--- src/sv/bcpa_pkg.sv ---
// Shared constants, codes and control types of the bitmap page allocator.
package bcpa_pkg;

    localparam int PAGE_BYTES = 4096;
    localparam int PAGE_COUNT = 1024;

    localparam int ADDR_W     = 32;
    localparam int BASE_W     = 20;
    localparam int PAGE_SHIFT = $clog2(PAGE_BYTES);

    // Bitmap memory geometry: one bit per page, WORD_BITS pages per row
    localparam int WORD_BITS  = 16;
    localparam int WORD_SHIFT = $clog2(WORD_BITS);
    localparam int WORDS      = PAGE_COUNT / WORD_BITS;
    localparam int WIDX_W     = $clog2(WORDS);

    localparam int IDX_W      = $clog2(PAGE_COUNT);
    localparam int CNT_W      = IDX_W + 1;
    localparam int NEED_W     = ADDR_W - PAGE_SHIFT + 1;
    localparam int EXT_W      = NEED_W + 2;
    localparam int RUN_W      = $clog2(PAGE_COUNT + WORD_BITS) + 1;

    localparam logic MODE_ALLOC = 1'b0;
    localparam logic MODE_FREE  = 1'b1;

    typedef enum logic [1:0] {
        STATUS_DONE  = 2'd0,
        STATUS_ZERO  = 2'd1,
        STATUS_NOFIT = 2'd2
    } status_t;

    typedef enum logic [2:0] {
        ST_IDLE,
        ST_SETUP,
        ST_SCAN,
        ST_FOUND,
        ST_MARK,
        ST_RESP
    } state_t;

    typedef struct packed {
        logic    load;
        logic    setup;
        logic    scan_step;
        logic    found_init;
        logic    mark_step;
        logic    out_load;
        status_t out_status;
    } cmd_t;

    typedef struct packed {
        logic is_free;
        logic zero_size;
        logic too_big;
        logic range_empty;
        logic hit;
        logic scan_fail;
        logic sweep_done;
    } stat_t;

endpackage

--- src/sv/bcpa_ctrl.sv ---
// Sequencing state machine of the bitmap page allocator.
module bcpa_ctrl (
    input  logic            aclk,
    input  logic            aresetn,
    input  logic            s_valid,
    output logic            s_ready,
    output logic            m_valid,
    input  logic            m_ready,
    output bcpa_pkg::cmd_t  cmd,
    input  bcpa_pkg::stat_t stat
);

    bcpa_pkg::state_t  state_reg, state_next;
    bcpa_pkg::status_t code_reg, code_next;
    logic              m_valid_reg, m_valid_next;

    always_ff @(posedge aclk) begin
        if (!aresetn) begin
            state_reg   <= bcpa_pkg::ST_IDLE;
            code_reg    <= bcpa_pkg::STATUS_DONE;
            m_valid_reg <= 1'b0;
        end else begin
            state_reg   <= state_next;
            code_reg    <= code_next;
            m_valid_reg <= m_valid_next;
        end
    end

    always_comb begin
        state_next     = state_reg;
        code_next      = code_reg;
        s_ready        = 1'b0;
        cmd            = '0;
        cmd.out_status = code_reg;
        case (state_reg)
            bcpa_pkg::ST_IDLE: begin
                s_ready = 1'b1;
                if (s_valid) begin
                    cmd.load   = 1'b1;
                    state_next = bcpa_pkg::ST_SETUP;
                end
            end
            bcpa_pkg::ST_SETUP: begin
                cmd.setup = 1'b1;
                code_next = bcpa_pkg::STATUS_DONE;
                if (stat.is_free) begin
                    state_next = stat.range_empty ? bcpa_pkg::ST_RESP : bcpa_pkg::ST_MARK;
                end else if (stat.zero_size) begin
                    code_next  = bcpa_pkg::STATUS_ZERO;
                    state_next = bcpa_pkg::ST_RESP;
                end else if (stat.too_big) begin
                    code_next  = bcpa_pkg::STATUS_NOFIT;
                    state_next = bcpa_pkg::ST_RESP;
                end else begin
                    state_next = bcpa_pkg::ST_SCAN;
                end
            end
            bcpa_pkg::ST_SCAN: begin
                cmd.scan_step = 1'b1;
                if (stat.hit) begin
                    state_next = bcpa_pkg::ST_FOUND;
                end else if (stat.scan_fail) begin
                    code_next  = bcpa_pkg::STATUS_NOFIT;
                    state_next = bcpa_pkg::ST_RESP;
                end
            end
            bcpa_pkg::ST_FOUND: begin
                cmd.found_init = 1'b1;
                state_next     = bcpa_pkg::ST_MARK;
            end
            bcpa_pkg::ST_MARK: begin
                cmd.mark_step = 1'b1;
                if (stat.sweep_done) begin
                    state_next = bcpa_pkg::ST_RESP;
                end
            end
            bcpa_pkg::ST_RESP: begin
                // wait for the output word slot to drain
                if (!m_valid_reg || m_ready) begin
                    cmd.out_load = 1'b1;
                    state_next   = bcpa_pkg::ST_IDLE;
                end
            end
            default: begin
                state_next = bcpa_pkg::ST_IDLE;
            end
        endcase
        m_valid_next = (m_valid_reg && !m_ready) || cmd.out_load;
    end

    assign m_valid = m_valid_reg;

endmodule

--- src/sv/bcpa_dpath.sv ---
// Datapath of the bitmap page allocator: bitmap memory, run scan and range update.
module bcpa_dpath (
    input  logic                          aclk,
    input  logic                          aresetn,
    input  logic                          cfg_valid,
    output logic                          cfg_ready,
    input  logic [bcpa_pkg::BASE_W-1:0]   cfg_base_page,
    input  logic                          s_mode,
    input  logic [bcpa_pkg::ADDR_W-1:0]   s_request_bytes,
    input  logic [bcpa_pkg::ADDR_W-1:0]   s_address,
    output logic [bcpa_pkg::ADDR_W-1:0]   m_result_address,
    output logic [1:0]                    m_status,
    input  bcpa_pkg::cmd_t                cmd,
    output bcpa_pkg::stat_t               stat
);

    localparam int ADDR_W     = bcpa_pkg::ADDR_W;
    localparam int BASE_W     = bcpa_pkg::BASE_W;
    localparam int PAGE_SHIFT = bcpa_pkg::PAGE_SHIFT;
    localparam int WORD_BITS  = bcpa_pkg::WORD_BITS;
    localparam int WORD_SHIFT = bcpa_pkg::WORD_SHIFT;
    localparam int WORDS      = bcpa_pkg::WORDS;
    localparam int WIDX_W     = bcpa_pkg::WIDX_W;
    localparam int IDX_W      = bcpa_pkg::IDX_W;
    localparam int CNT_W      = bcpa_pkg::CNT_W;
    localparam int NEED_W     = bcpa_pkg::NEED_W;
    localparam int EXT_W      = bcpa_pkg::EXT_W;
    localparam int RUN_W      = bcpa_pkg::RUN_W;

    // page offset of a clamped into [0, PAGE_COUNT] relative to b
    function automatic logic [CNT_W-1:0] clamp_rel(input logic [EXT_W-1:0] a,
                                                   input logic [EXT_W-1:0] b);
        logic [EXT_W-1:0] diff;
        diff = a - b;
        if (a <= b) begin
            clamp_rel = '0;
        end else if (diff > EXT_W'(bcpa_pkg::PAGE_COUNT)) begin
            clamp_rel = CNT_W'(bcpa_pkg::PAGE_COUNT);
        end else begin
            clamp_rel = diff[CNT_W-1:0];
        end
    endfunction

    // registers
    logic [BASE_W-1:0]     base_reg, base_next;
    logic                  mode_reg, mode_next;
    logic [ADDR_W-1:0]     bytes_reg, bytes_next;
    logic [ADDR_W-1:0]     addr_reg, addr_next;
    logic [CNT_W-1:0]      lo_reg, lo_next;
    logic [CNT_W-1:0]      hi_reg, hi_next;
    logic [WIDX_W:0]       rd_ptr_reg, rd_ptr_next;
    logic [WIDX_W-1:0]     rd_end_reg, rd_end_next;
    logic                  pend_reg, pend_next;
    logic [WIDX_W-1:0]     proc_reg, proc_next;
    logic [RUN_W-1:0]      carry_reg, carry_next;
    logic [IDX_W-1:0]      hit_idx_reg, hit_idx_next;
    logic [ADDR_W-1:0]     res_addr_reg, res_addr_next;
    logic [ADDR_W-1:0]     out_addr_reg, out_addr_next;
    bcpa_pkg::status_t     out_status_reg, out_status_next;
    logic [WORD_BITS-1:0]  rd_data_reg;
    logic                  row_ok_rd_reg;
    logic                  row_ok_reg [WORDS];
    logic [WORD_BITS-1:0]  bitmap_mem [WORDS];

    // combinational
    logic [NEED_W-1:0]     need_c;
    logic [EXT_W-1:0]      first_e, end_e, base_e;
    logic [CNT_W-1:0]      lo_c, hi_c, last_c;
    logic [CNT_W-1:0]      start_c, fhi_c, fend_c;
    logic [BASE_W:0]       abs_page_c;
    logic [ADDR_W-1:0]     res_c;
    logic [WORD_BITS-1:0]  word_c, mask_c, wdata_c;
    logic [RUN_W-1:0]      run_at [WORD_BITS];
    logic [WORD_BITS-1:0]  hit_vec;
    logic [WORD_SHIFT-1:0] hit_pos;
    logic                  any_hit;
    logic                  rd_issue;
    logic                  we;

    assign cfg_ready = 1'b1;

    // request decode
    assign need_c  = NEED_W'(bytes_reg[ADDR_W-1:PAGE_SHIFT])
                   + NEED_W'(|bytes_reg[PAGE_SHIFT-1:0]);
    assign first_e = EXT_W'(addr_reg[ADDR_W-1:PAGE_SHIFT]);
    assign end_e   = first_e + EXT_W'(need_c);
    assign base_e  = EXT_W'(base_reg);
    assign lo_c    = clamp_rel(first_e, base_e);
    assign hi_c    = clamp_rel(end_e, base_e);
    assign last_c  = hi_c - CNT_W'(1);

    // placement of a found run
    assign start_c    = CNT_W'(hit_idx_reg) + CNT_W'(1) - CNT_W'(need_c);
    assign fhi_c      = start_c + CNT_W'(need_c);
    assign fend_c     = fhi_c - CNT_W'(1);
    assign abs_page_c = (BASE_W+1)'(base_reg) + (BASE_W+1)'(start_c);
    assign res_c      = ADDR_W'(abs_page_c) << PAGE_SHIFT;

    // rows never written read as all free
    assign word_c   = row_ok_rd_reg ? rd_data_reg : '0;
    assign rd_issue = (cmd.scan_step || cmd.mark_step)
                   && (rd_ptr_reg <= {1'b0, rd_end_reg});
    assign we       = cmd.mark_step && pend_reg;

    // free-run length ending at each bit, carried in from the rows below
    always_comb begin
        logic [WORD_SHIFT:0] last_used;
        logic [WORD_SHIFT:0] flen;
        for (int p = 0; p < WORD_BITS; p++) begin
            last_used = '0;
            for (int q = 0; q < WORD_BITS; q++) begin
                if (q <= p && word_c[q]) begin
                    last_used = (WORD_SHIFT+1)'(q + 1);
                end
            end
            flen = (WORD_SHIFT+1)'(p + 1) - last_used;
            if (last_used == '0) begin
                run_at[p] = carry_reg + RUN_W'(p + 1);
            end else begin
                run_at[p] = RUN_W'(flen);
            end
            hit_vec[p] = NEED_W'(run_at[p]) >= need_c;
        end
        any_hit = |hit_vec;
        hit_pos = '0;
        for (int p = WORD_BITS - 1; p >= 0; p--) begin
            if (hit_vec[p]) begin
                hit_pos = WORD_SHIFT'(p);
            end
        end
    end

    // page mask of the current row against [lo, hi)
    always_comb begin
        logic [IDX_W-1:0] g;
        for (int p = 0; p < WORD_BITS; p++) begin
            g         = {proc_reg, WORD_SHIFT'(p)};
            mask_c[p] = (CNT_W'(g) >= lo_reg) && (CNT_W'(g) < hi_reg);
        end
        if (mode_reg == bcpa_pkg::MODE_ALLOC) begin
            wdata_c = word_c | mask_c;
        end else begin
            wdata_c = word_c & ~mask_c;
        end
    end

    always_comb begin
        stat.is_free     = (mode_reg == bcpa_pkg::MODE_FREE);
        stat.zero_size   = (bytes_reg == '0);
        stat.too_big     = (need_c > NEED_W'(bcpa_pkg::PAGE_COUNT));
        stat.range_empty = (lo_c >= hi_c);
        stat.hit         = pend_reg && any_hit;
        stat.scan_fail   = pend_reg && !any_hit && (proc_reg == rd_end_reg);
        stat.sweep_done  = pend_reg && (proc_reg == rd_end_reg);
    end

    always_comb begin
        base_next       = base_reg;
        mode_next       = mode_reg;
        bytes_next      = bytes_reg;
        addr_next       = addr_reg;
        lo_next         = lo_reg;
        hi_next         = hi_reg;
        rd_ptr_next     = rd_ptr_reg;
        rd_end_next     = rd_end_reg;
        pend_next       = pend_reg;
        proc_next       = proc_reg;
        carry_next      = carry_reg;
        hit_idx_next    = hit_idx_reg;
        res_addr_next   = res_addr_reg;
        out_addr_next   = out_addr_reg;
        out_status_next = out_status_reg;

        if (cfg_valid) begin
            base_next = cfg_base_page;
        end
        if (cmd.load) begin
            mode_next  = s_mode;
            bytes_next = s_request_bytes;
            addr_next  = s_address;
        end
        if (cmd.setup) begin
            pend_next     = 1'b0;
            res_addr_next = '0;
            carry_next    = '0;
            if (mode_reg == bcpa_pkg::MODE_FREE) begin
                lo_next     = lo_c;
                hi_next     = hi_c;
                rd_ptr_next = lo_c[CNT_W-1:WORD_SHIFT];
                rd_end_next = last_c[IDX_W-1:WORD_SHIFT];
            end else begin
                rd_ptr_next = '0;
                rd_end_next = WIDX_W'(WORDS - 1);
            end
        end
        if (cmd.scan_step || cmd.mark_step) begin
            pend_next = rd_issue;
            if (rd_issue) begin
                rd_ptr_next = rd_ptr_reg + (WIDX_W+1)'(1);
                proc_next   = rd_ptr_reg[WIDX_W-1:0];
            end
        end
        if (cmd.scan_step && pend_reg) begin
            carry_next = run_at[WORD_BITS-1];
            if (any_hit) begin
                hit_idx_next = {proc_reg, hit_pos};
            end
        end
        if (cmd.found_init) begin
            pend_next     = 1'b0;
            lo_next       = start_c;
            hi_next       = fhi_c;
            rd_ptr_next   = start_c[CNT_W-1:WORD_SHIFT];
            rd_end_next   = fend_c[IDX_W-1:WORD_SHIFT];
            res_addr_next = res_c;
        end
        if (cmd.out_load) begin
            out_addr_next   = res_addr_reg;
            out_status_next = cmd.out_status;
        end
    end

    always_ff @(posedge aclk) begin
        if (!aresetn) begin
            base_reg <= '0;
            pend_reg <= 1'b0;
        end else begin
            base_reg <= base_next;
            pend_reg <= pend_next;
        end
    end

    always_ff @(posedge aclk) begin
        mode_reg       <= mode_next;
        bytes_reg      <= bytes_next;
        addr_reg       <= addr_next;
        lo_reg         <= lo_next;
        hi_reg         <= hi_next;
        rd_ptr_reg     <= rd_ptr_next;
        rd_end_reg     <= rd_end_next;
        proc_reg       <= proc_next;
        carry_reg      <= carry_next;
        hit_idx_reg    <= hit_idx_next;
        res_addr_reg   <= res_addr_next;
        out_addr_reg   <= out_addr_next;
        out_status_reg <= out_status_next;
    end

    // per-row written flags stand in for clearing the map at reset
    always_ff @(posedge aclk) begin
        if (!aresetn) begin
            for (int k = 0; k < WORDS; k++) begin
                row_ok_reg[k] <= 1'b0;
            end
        end else if (we) begin
            row_ok_reg[proc_reg] <= 1'b1;
        end
    end

    always_ff @(posedge aclk) begin
        if (rd_issue) begin
            rd_data_reg   <= bitmap_mem[rd_ptr_reg[WIDX_W-1:0]];
            row_ok_rd_reg <= row_ok_reg[rd_ptr_reg[WIDX_W-1:0]];
        end
        if (we) begin
            bitmap_mem[proc_reg] <= wdata_c;
        end
    end

    assign m_result_address = out_addr_reg;
    assign m_status         = out_status_reg;

    a_found_in_pool: assert property (@(posedge aclk) disable iff (!aresetn)
        cmd.found_init |=> (hi_reg <= CNT_W'(bcpa_pkg::PAGE_COUNT)) && (lo_reg < hi_reg))
        else $error("found run does not fit in the pool");

    a_mark_only_free: assert property (@(posedge aclk) disable iff (!aresetn)
        (we && mode_reg == bcpa_pkg::MODE_ALLOC) |-> ((word_c & mask_c) == '0))
        else $error("allocation marks a page already in use");

    a_carry_short: assert property (@(posedge aclk) disable iff (!aresetn)
        (cmd.scan_step && pend_reg && !any_hit) |=> (NEED_W'(carry_reg) < need_c))
        else $error("carried run reached the request without a hit");

    a_free_sweep: assert property (@(posedge aclk) disable iff (!aresetn)
        (cmd.setup && stat.is_free && !stat.range_empty)
        |=> (rd_ptr_reg <= {1'b0, rd_end_reg}))
        else $error("free sweep starts past its last row");

endmodule

--- src/sv/bitmap_contiguous_page_allocator.sv ---
// Bitmap first-fit page allocator: top level joining controller and datapath.
// One item at a time. The occupancy map is a memory of 64 rows of 16 page bits with one
// read and one write port. An allocate is decoded, then scans rows from row 0 until the
// run is found or the last row gives no fit, places the run, rewrites the rows the run
// covers and posts the result word. A free is decoded, clears the rows covered and posts,
// or posts straight after decode when the region covers no pool page. Zero-size and
// oversize allocates answer after decode. A new word is taken while the last result word
// still waits on m_ready. Reset leaves the map all free at once, with no clearing pass.
// base_page may be written only while the block is idle.
module bitmap_contiguous_page_allocator (
    input  logic                        aclk,
    input  logic                        aresetn,
    input  logic                        cfg_valid,
    output logic                        cfg_ready,
    input  logic [bcpa_pkg::BASE_W-1:0] cfg_base_page,
    input  logic                        s_valid,
    output logic                        s_ready,
    input  logic                        s_mode,
    input  logic [bcpa_pkg::ADDR_W-1:0] s_request_bytes,
    input  logic [bcpa_pkg::ADDR_W-1:0] s_address,
    output logic                        m_valid,
    input  logic                        m_ready,
    output logic [bcpa_pkg::ADDR_W-1:0] m_result_address,
    output logic [1:0]                  m_status
);

    bcpa_pkg::cmd_t  cmd;
    bcpa_pkg::stat_t stat;

    bcpa_ctrl u_ctrl (
        .aclk    (aclk),
        .aresetn (aresetn),
        .s_valid (s_valid),
        .s_ready (s_ready),
        .m_valid (m_valid),
        .m_ready (m_ready),
        .cmd     (cmd),
        .stat    (stat)
    );

    bcpa_dpath u_dpath (
        .aclk             (aclk),
        .aresetn          (aresetn),
        .cfg_valid        (cfg_valid),
        .cfg_ready        (cfg_ready),
        .cfg_base_page    (cfg_base_page),
        .s_mode           (s_mode),
        .s_request_bytes  (s_request_bytes),
        .s_address        (s_address),
        .m_result_address (m_result_address),
        .m_status         (m_status),
        .cmd              (cmd),
        .stat             (stat)
    );

endmodule

--- config.mk ---
export PLATFORM = sky130hd
export DESIGN_NAME = bitmap_contiguous_page_allocator
export DESIGN_NICKNAME = d
export VERILOG_FILES = /design/src/sv/bcpa_pkg.sv /design/src/sv/bcpa_ctrl.sv /design/src/sv/bcpa_dpath.sv /design/src/sv/bitmap_contiguous_page_allocator.sv
export SDC_FILE = /design/constraint.sdc
export NUM_CORES = 2
export LEC_CHECK = 0
export BUFFER_PORTS_ARGS = -buffer_cell sky130_fd_sc_hd__buf_4
export CAP_MARGIN = 40
export CORE_ASPECT_RATIO = 1.1
export CORE_MARGIN = 4
export CORE_UTILIZATION = 48
export CTS_BUF_LIST = sky130_fd_sc_hd__clkbuf_8
export CTS_CLUSTER_DIAMETER = 30
export DETAILED_ROUTE_END_ITERATION = 12
export PLACE_DENSITY_LB_ADDON = 0.05
export SLEW_MARGIN = 20
export SYNTH_ARGS = -nofsm -noshare
export SYNTH_HDL_FRONTEND = slang
export SYNTH_SLANG_ARGS = --single-unit
export TNS_END_PERCENT = 50
--- constraint.sdc ---
create_clock -name aclk -period 9.8 [get_ports aclk]
set_input_delay 1.47 -clock aclk [delete_from_list [all_inputs] [get_ports aclk]]
set_output_delay 1.47 -clock aclk [all_outputs]
set_load 0.05 [all_outputs]
==> Yosys cells after proc, flatten, opt, wreduce, memory -nomap -nowiden <==
Memories as Yosys holds them, arrays and structs flattened. A register that Yosys moved wholly into a read port is not among the register bits.
Index checks and enable logic that the tools add are counted.
{ "op_classes": {"add_sub_neg": 43, "order_cmp": 55, "n_eq_ne": 12, "n_mux": 106, "bitwise_logic": 4, "reduce_logical": 65} }
{ "op_table": {"columns": ["op", "count"], "rows": [
  ["12-bit by 21-bit >= comparator with 1-bit output", 16],
  ["12-bit 2-to-1 mux", 18],
  ["10-bit by 11-bit >= comparator with 1-bit output", 16],
  ["10-bit by 11-bit < comparator with 1-bit output", 16],
  ["11-bit 2-to-1 mux", 10],
  ["12-bit by 4-bit adder with 12-bit output, second input constant", 8],
  ["5-bit zero test", 16],
  ["5-bit 2-to-1 mux", 15],
  ["32-bit 2-to-1 mux", 2],
  ["12-bit by 3-bit adder with 12-bit output, second input constant", 4],
  ["23-bit by 11-bit greater-than comparator with 1-bit output, second input constant", 2],
  ["4-bit by 5-bit subtractor with 5-bit output, first input constant", 8],
  ["3-bit 2-to-1 mux", 12],
  ["7-bit 2-to-1 mux", 5],
  ["32-bit zero test", 1],
  ["16-bit 2-to-1 mux", 2],
  ["4-bit 2-to-1 mux", 8],
  ["12-bit by 2-bit adder with 12-bit output, second input constant", 2],
  ["1-bit logical AND", 24],
  ["6-bit 2-to-1 mux", 4],
  ["23-bit by 20-bit less-or-equal comparator with 1-bit output", 1],
  ["23-bit by 20-bit subtractor with 23-bit output", 1],
  ["20-bit by 21-bit adder with 22-bit output", 1],
  ["20-bit by 1-bit adder with 21-bit output", 1],
  ["other kinds (45)", 92]
]} }
{ "word_totals": {"ff_bits": 197, "ramBits": 1088, "inputBits": 90, "out_inout_bits": 37, "word_cells": 309, "n_memories": 2} }
{ "memory_table": {"columns": ["name", "depth", "word_bits", "rd", "rd_ports_with_merged_regs", "wr", "line", "rtl"], "rows": [
  ["u_dpath.bitmap_mem", 64, 16, 1, 1, 1, "bcpa_dpath.sv:63", "logic [WORD_BITS-1:0] bitmap_mem [WORDS];"],
  ["u_dpath.row_ok_reg", 64, 1, 1, 1, 64, "bcpa_dpath.sv:62", "logic row_ok_reg [WORDS];"]
]} }

==> Longest topological paths before layout <==
{ "logic_depth": {"depth_word": 35, "ltp_mapped": 39, "depth_no_buf": 39} }

==> By module <==
Synthesis repeated with hierarchy kept, for this count alone.
{ "unflattened": {"hier_cells": 4512, "hier_area_um2": 64909.8} }
{ "by_module_without_submodules": {"columns": ["mod", "n_inst", "cells_each", "area_per_inst_um2", "seq_area_each_um2"], "rows": [
  ["bcpa_dpath", 1, 4460, 64448.1, 37636.1],
  ["bcpa_ctrl", 1, 52, 461.7, 120.1]
]} }

==> Worst setup path before layout <==
OpenSTA, ideal clock, no wires.
{ "synth_timing": {"kind": "flip-flop to flip-flop", "from": "reg u_dpath.bytes_reg[2]", "to": "reg u_ctrl.state_reg[0]", "setup_time_ns": 0.130, "t_arrival_ns": 7.296, "required_time_ns": 9.670, "slack_ns": 2.374, "path_stages_with_launch": 37, "n_path_buf": 0, "synth_period_minus_slack_ns": 7.426, "path_cell_list": "edfxtp_1 > nor4_1 > nand3_1 > ha_1 > ha_1 > nand4_2 > nor2_1 > and4_1 > xnor2_1 > inv_1 > ha_1 > and3_1 > a21oi_1 > o21bai_1 > a21oi_1 > xnor2_1 > ha_1 > a21oi_1 > o21ai_0 > or2_2 > o211a_1 > nor3_1 > o21bai_1 > a21o_1 > mux2_2 > nand4b_1 > ha_1 > nor2b_1 > o21a_1 > o21a_1 > o21ai_0 > a211oi_1 > o31a_1 > o21ai_0 > a21oi_1 > a22oi_1 > o22ai_1"} }
{ "synth_via": {"elab_chain_len": 11, "elab_cells_between_ends": 40, "cone_classes": "3 x add/sub; 20 x order compare; 1 x eq/ne; 8 x mux; 8 x reduce/logical"} }
{ "synth_lines": {"columns": ["item", "line", "rtl"], "rows": [
  ["from (decl)", "bcpa_dpath.sv:47", "logic [ADDR_W-1:0] bytes_reg, bytes_next;"],
  ["from (signal assigned)", "bcpa_dpath.sv:235", "bytes_reg <= bytes_next;"],
  ["12-bit OR reduction", "bcpa_dpath.sv:84", "+ NEED_W'(|bytes_reg[PAGE_SHIFT-1:0]);"],
  ["20-bit by 1-bit adder with 21-bit output", "bcpa_dpath.sv:84", null],
  ["20-bit by 21-bit adder with 22-bit output", "bcpa_dpath.sv:86", "assign end_e = first_e + EXT_W'(need_c);"],
  ["23-bit by 20-bit subtractor with 23-bit output", "bcpa_dpath.sv:34", "diff = a - b;"],
  ["23-bit by 11-bit greater-than comparator with 1-bit output", "bcpa_dpath.sv:37", "end else if (diff > EXT_W'(bcpa_pkg::PAGE_COUNT)) begin"],
  ["11-bit 2-to-1 mux", "bcpa_dpath.sv:37", null],
  ["11-bit 2-to-1 mux", "bcpa_dpath.sv:35", "if (a <= b) begin"],
  ["11-bit >= comparator", "bcpa_dpath.sv:151", "stat.range_empty = (lo_c >= hi_c);"],
  ["1-bit 2-to-1 mux", "bcpa_ctrl.sv:47", "state_next = stat.range_empty ? bcpa_pkg::ST_RESP : bcpa_pkg::ST_MARK;"],
  ["3-bit 2-to-1 mux", "bcpa_ctrl.sv:46", "if (stat.is_free) begin"],
  ["3-bit one-hot mux with 6 select lines", "bcpa_ctrl.sv:35", "case (state_reg)"],
  ["to (signal assigned)", "bcpa_ctrl.sv:19", "state_reg <= bcpa_pkg::ST_IDLE;"],
  ["to (signal assigned)", "bcpa_ctrl.sv:23", "state_reg <= state_next;"],
  ["to (decl)", "bcpa_ctrl.sv:13", "bcpa_pkg::state_t state_reg, state_next;"]
]} }
Parallel ways exist; a longest one is shown, timed or not.
A chain may end at the register's enable or synchronous reset.

==> Worst setup path in the final report <==
{ "layout_timing": {"from": "reg u_dpath.bytes_reg[1]", "to": "reg u_ctrl.state_reg[0]"} }
Same word-level chain as after synthesis.

==> impl_metrics.py <==
metrics = {
    "run_status": {
        "outcome": "completed",
    },
    "global_routing": {
        "gr-total-overflow": 0,
        "grt_pass1_wl_mm": 261,
        "grt_pass1_vias": 39900,
        "grt_max_degree": 84,
        "antenna_found_initial": 2,
        "grt_usage_pct": 25.4,
    },
    "floorplanning": {
        "ioPinCount": 127,
        "dieArea_um2": 139000,
        "die_h_um": 391,
        "start_util_pct": 48.3,
        "core_area_um2": 132000,
        "rows": 140,
        "die_w_um": 356,
    },
    "sta": {
        "hold_violations": 0,
        "finalCriticalPeriod_ns": 7.92,
        "slew_viol_final": 0,
        "fmax_ghz": 0.126,
        "post-route-period-util_pct": 80.8,
        "worst_slack_ns": 1.88,
        "clock_skew_ns": 0.0855,
        "rsz0062_at_grt": "false",
        "finalSetupTns_ns": 0,
        "setup_viol_count_final": 0,
        "worst_slew_margin_rel_pct": 39.4,
        "tightest_slew_ns": 0.908,
    },
    "detailed_routing": {
        "wire_per_inst_um": 26.0,
        "drc_errors": 0,
        "vias_per_cell": 5.84,
        "num_vias": 39700,
        "drt-total-wl_mm": 177,
        "first_pass_iters": 6,
        "dr.first_iter.drc_count": 2816,
        "ant_nets": 0,
    },
    "power_and_ir_drop": {
        "power_density_nw_per_um2": 294,
        "leakage_nw": 25.8,
        "ir_drop_mv": 0.180,
    },
    "placement": {
        "dp_slack_ns": 1.85,
        "portBuffers": 101,
        "place_congestion": 0.893,
        "place_hpwl_mm": 116,
        "dpl_cell_area_um2": 67800,
    },
    "cts": {
        "ctsRootBufferMaster": "clkbuf_8",
        "clock-sinks": 1290,
        "cts_buffers": 282,
        "cts_tree": "built",
        "htreeDepth": 5,
        "clk_latency_ns": 0.99,
        "cts_resized": 0,
        "cts_setup_buffers": 0,
        "cts_hold_buf": 0,
        "path_clk_slew_ns": 0.05,
        "clk_path_buf_depth": 4,
    },
    "synth": {
        "netlist-cell-type-count": 97,
        "synthTopCellsByArea": "edfxtp_1, mux4_2, ha_1",
        "synth_seq_area_share_pct": 59.0,
        "synth-async-reset-ratio_pct": 0,
        "yosysTopAreaCell": "edfxtp_1",
        "synthTopCellsByCount": "edfxtp_1, nor2_1, ha_1, mux4_2, nand2_1",
        "yosysMostFrequentCell": "edfxtp_1",
        "syn_area_per_cell_um2": 14.3,
        "synth_area_um2": 64000,
        "ys.flop_type": "edfxtp_1",
        "yosysTopAreaCellShare_pct": 55.9,
        "synth_seq_cells": 1290,
        "yosysWarnings": 0,
        "synth_enable_flop_cells": 1192,
        "syn_inst": 4478,
    },
    "cells_and_area": {
        "nFillCells": 11000,
        "nets": 5273,
        "regArea_um2": 37800,
        "multiInputGateArea_um2": 25400,
        "final_util_pct": 55.5,
        "area_growth_pct": 14.9,
        "drive_gt1_share_pct": 22.6,
        "design_area_um2": 73600,
        "largest_reg_flops": 1024,
    },
    "worst_hold_path": {
        "holdPathEnd": "u_dpath.m_result_address[24]",
        "min_from": "u_dpath.res_addr_reg[24]",
        "hold_depth": 0,
        "hp-class": "flip-flop to flip-flop",
    },
    "setup_path": {
        "reg2reg_depth": 37,
        "crit_top_cell": "a21oi_1",
        "r2r_slack_ns": 1.88,
        "path_buf_inv": 2,
        "worst_r2r_endpoint": "u_ctrl.state_reg[0]",
        "max_stage_delay_ns": 0.39,
        "cp.arrival_ns": 8.73,
        "end_kind": "flip-flop",
        "setup.worst_path.start_class": "flip-flop",
        "worst_ep_required_time_ns": 10.61,
        "r2r_start": "u_dpath.bytes_reg[1]",
        "cp_top_family": "compound AO/OA/AOI/OAI gates",
        "criticalPathCategory": "flip-flop to flip-flop",
        "slowest_stage": "buf_4",
        "crit_fanout": 19,
    },
    "flow_run": {
        "cap_viol_max_count": 0,
    },
}
==> logic make-up (layout without fill, tap and decap cells) <==
logic type      count (synthesis)  in the layout  share of synthesized area, %
flops                        1290           1290                          59.0
simple gates                 1207           1207                          8.73
compound gates                666            666                          6.76
mux                           393            393                          13.1
fa+ha+maj                     365            365                          7.19
buf+inv                       321            848                          1.99
xor+xnor                      234            234                          3.20
other cells                     2             17                        0.0117
==> power by group <==
part	internal, W	switching [W]	leakage (nW)
combinational	0.00321	0.00528	11.1
clock	0.00353	0.00240	3.04
sequential	0.00687	0.000328	11.7
total	0.0136	0.00801	25.8
==> area by class of cell <==
type	instances	share of cell area (%)
Sequential cell	1290	51.3
Multi-Input combinational cell	2878	34.5
Clock buffer	290	5.43
Tap cell	1775	3.02
Timing Repair Buffer	250	2.76
Clock inverter	192	2.31
Inverter	116	0.594
Antenna cell	4	0.0136
==> worst reg2reg max path: cells and delay by family (launching register included) <==
kind                     cells  cell delay (ns)
flip-flops                   1             0.36
adder cells (fa/ha/maj)      4             1.23
AO/OA/AOI/OAI               19             3.17
buffers and inverters        2             0.55
multiplexers                 1             0.37
AND/OR/NAND/NOR              9             1.87
XOR/XNOR                     2             0.26
==> cell usage in the layout, fill, tap and decap left out, drive strengths merged, types with 27 or more instances in the layout <==
master and instances:
inv 171, clkinv 81, o31ai 29, xor2 103, nor2 536, ha 360, a21o 53, dfxtp 98
a31oi 28, clkbuf 290, bufinv 29, nor3 56, o21a 40, and3 30, nor2b 44, a21oi 190
mux4 357, buf 250, o21ai 156, edfxtp 1192, nand2b 38, nand4 52, clkinvlp 27, nand2 236
xnor2 131, mux2i 34, nand3 92
==> how the worst max path moves through the flow <==
stage | from | end | slack, ns | cells past startpoint
6_report | u_dpath.bytes_reg[1] | u_ctrl.state_reg[0] | 1.88 | 37
5_1_grt | u_dpath.bytes_reg[1] | u_ctrl.state_reg[0] | 1.19 | 37
4_1_cts | u_dpath.bytes_reg[1] | u_ctrl.state_reg[0] | 1.84 | 37
3_5_place_dp | u_dpath.bytes_reg[1] | u_ctrl.state_reg[0] | 1.85 | 37
3_3_place_gp | u_dpath.bytes_reg[1] | u_ctrl.state_reg[0] | 1.86 | 37
2_1_floorplan | u_dpath.bytes_reg[2] | u_ctrl.state_reg[0] | 2.37 | 36
==> through the flow <==
step	cells	total power, W	hold slack (ns)
3_5_place_dp	6304	0.0158	0.406
2_1_floorplan	4489	0.0129	0.400
6_report	6795	0.0216	0.411
3_3_place_gp	6291	0.0157	0.401
5_1_grt	6793	0.0228	0.417
4_1_cts	6786	0.0218	0.413
==> per-layer routing <==
| layer | share of wire (%) | global-route usage, % | wire length [µm] | vias up |
|---|---|---|---|---|
| li1 | - | - | - | 18100 |
| met4 | 2.7 | 7.86 | 4780 | 0 |
| met1 | 42 | 33.5 | 74400 | 20100 |
| met5 | 0 | 0 | 0 | - |
| met3 | 5.2 | 4.36 | 9140 | 237 |
| met2 | 50 | 43.1 | 88300 | 1185 |
No activity file was read; power rests on OpenSTA's default activity.
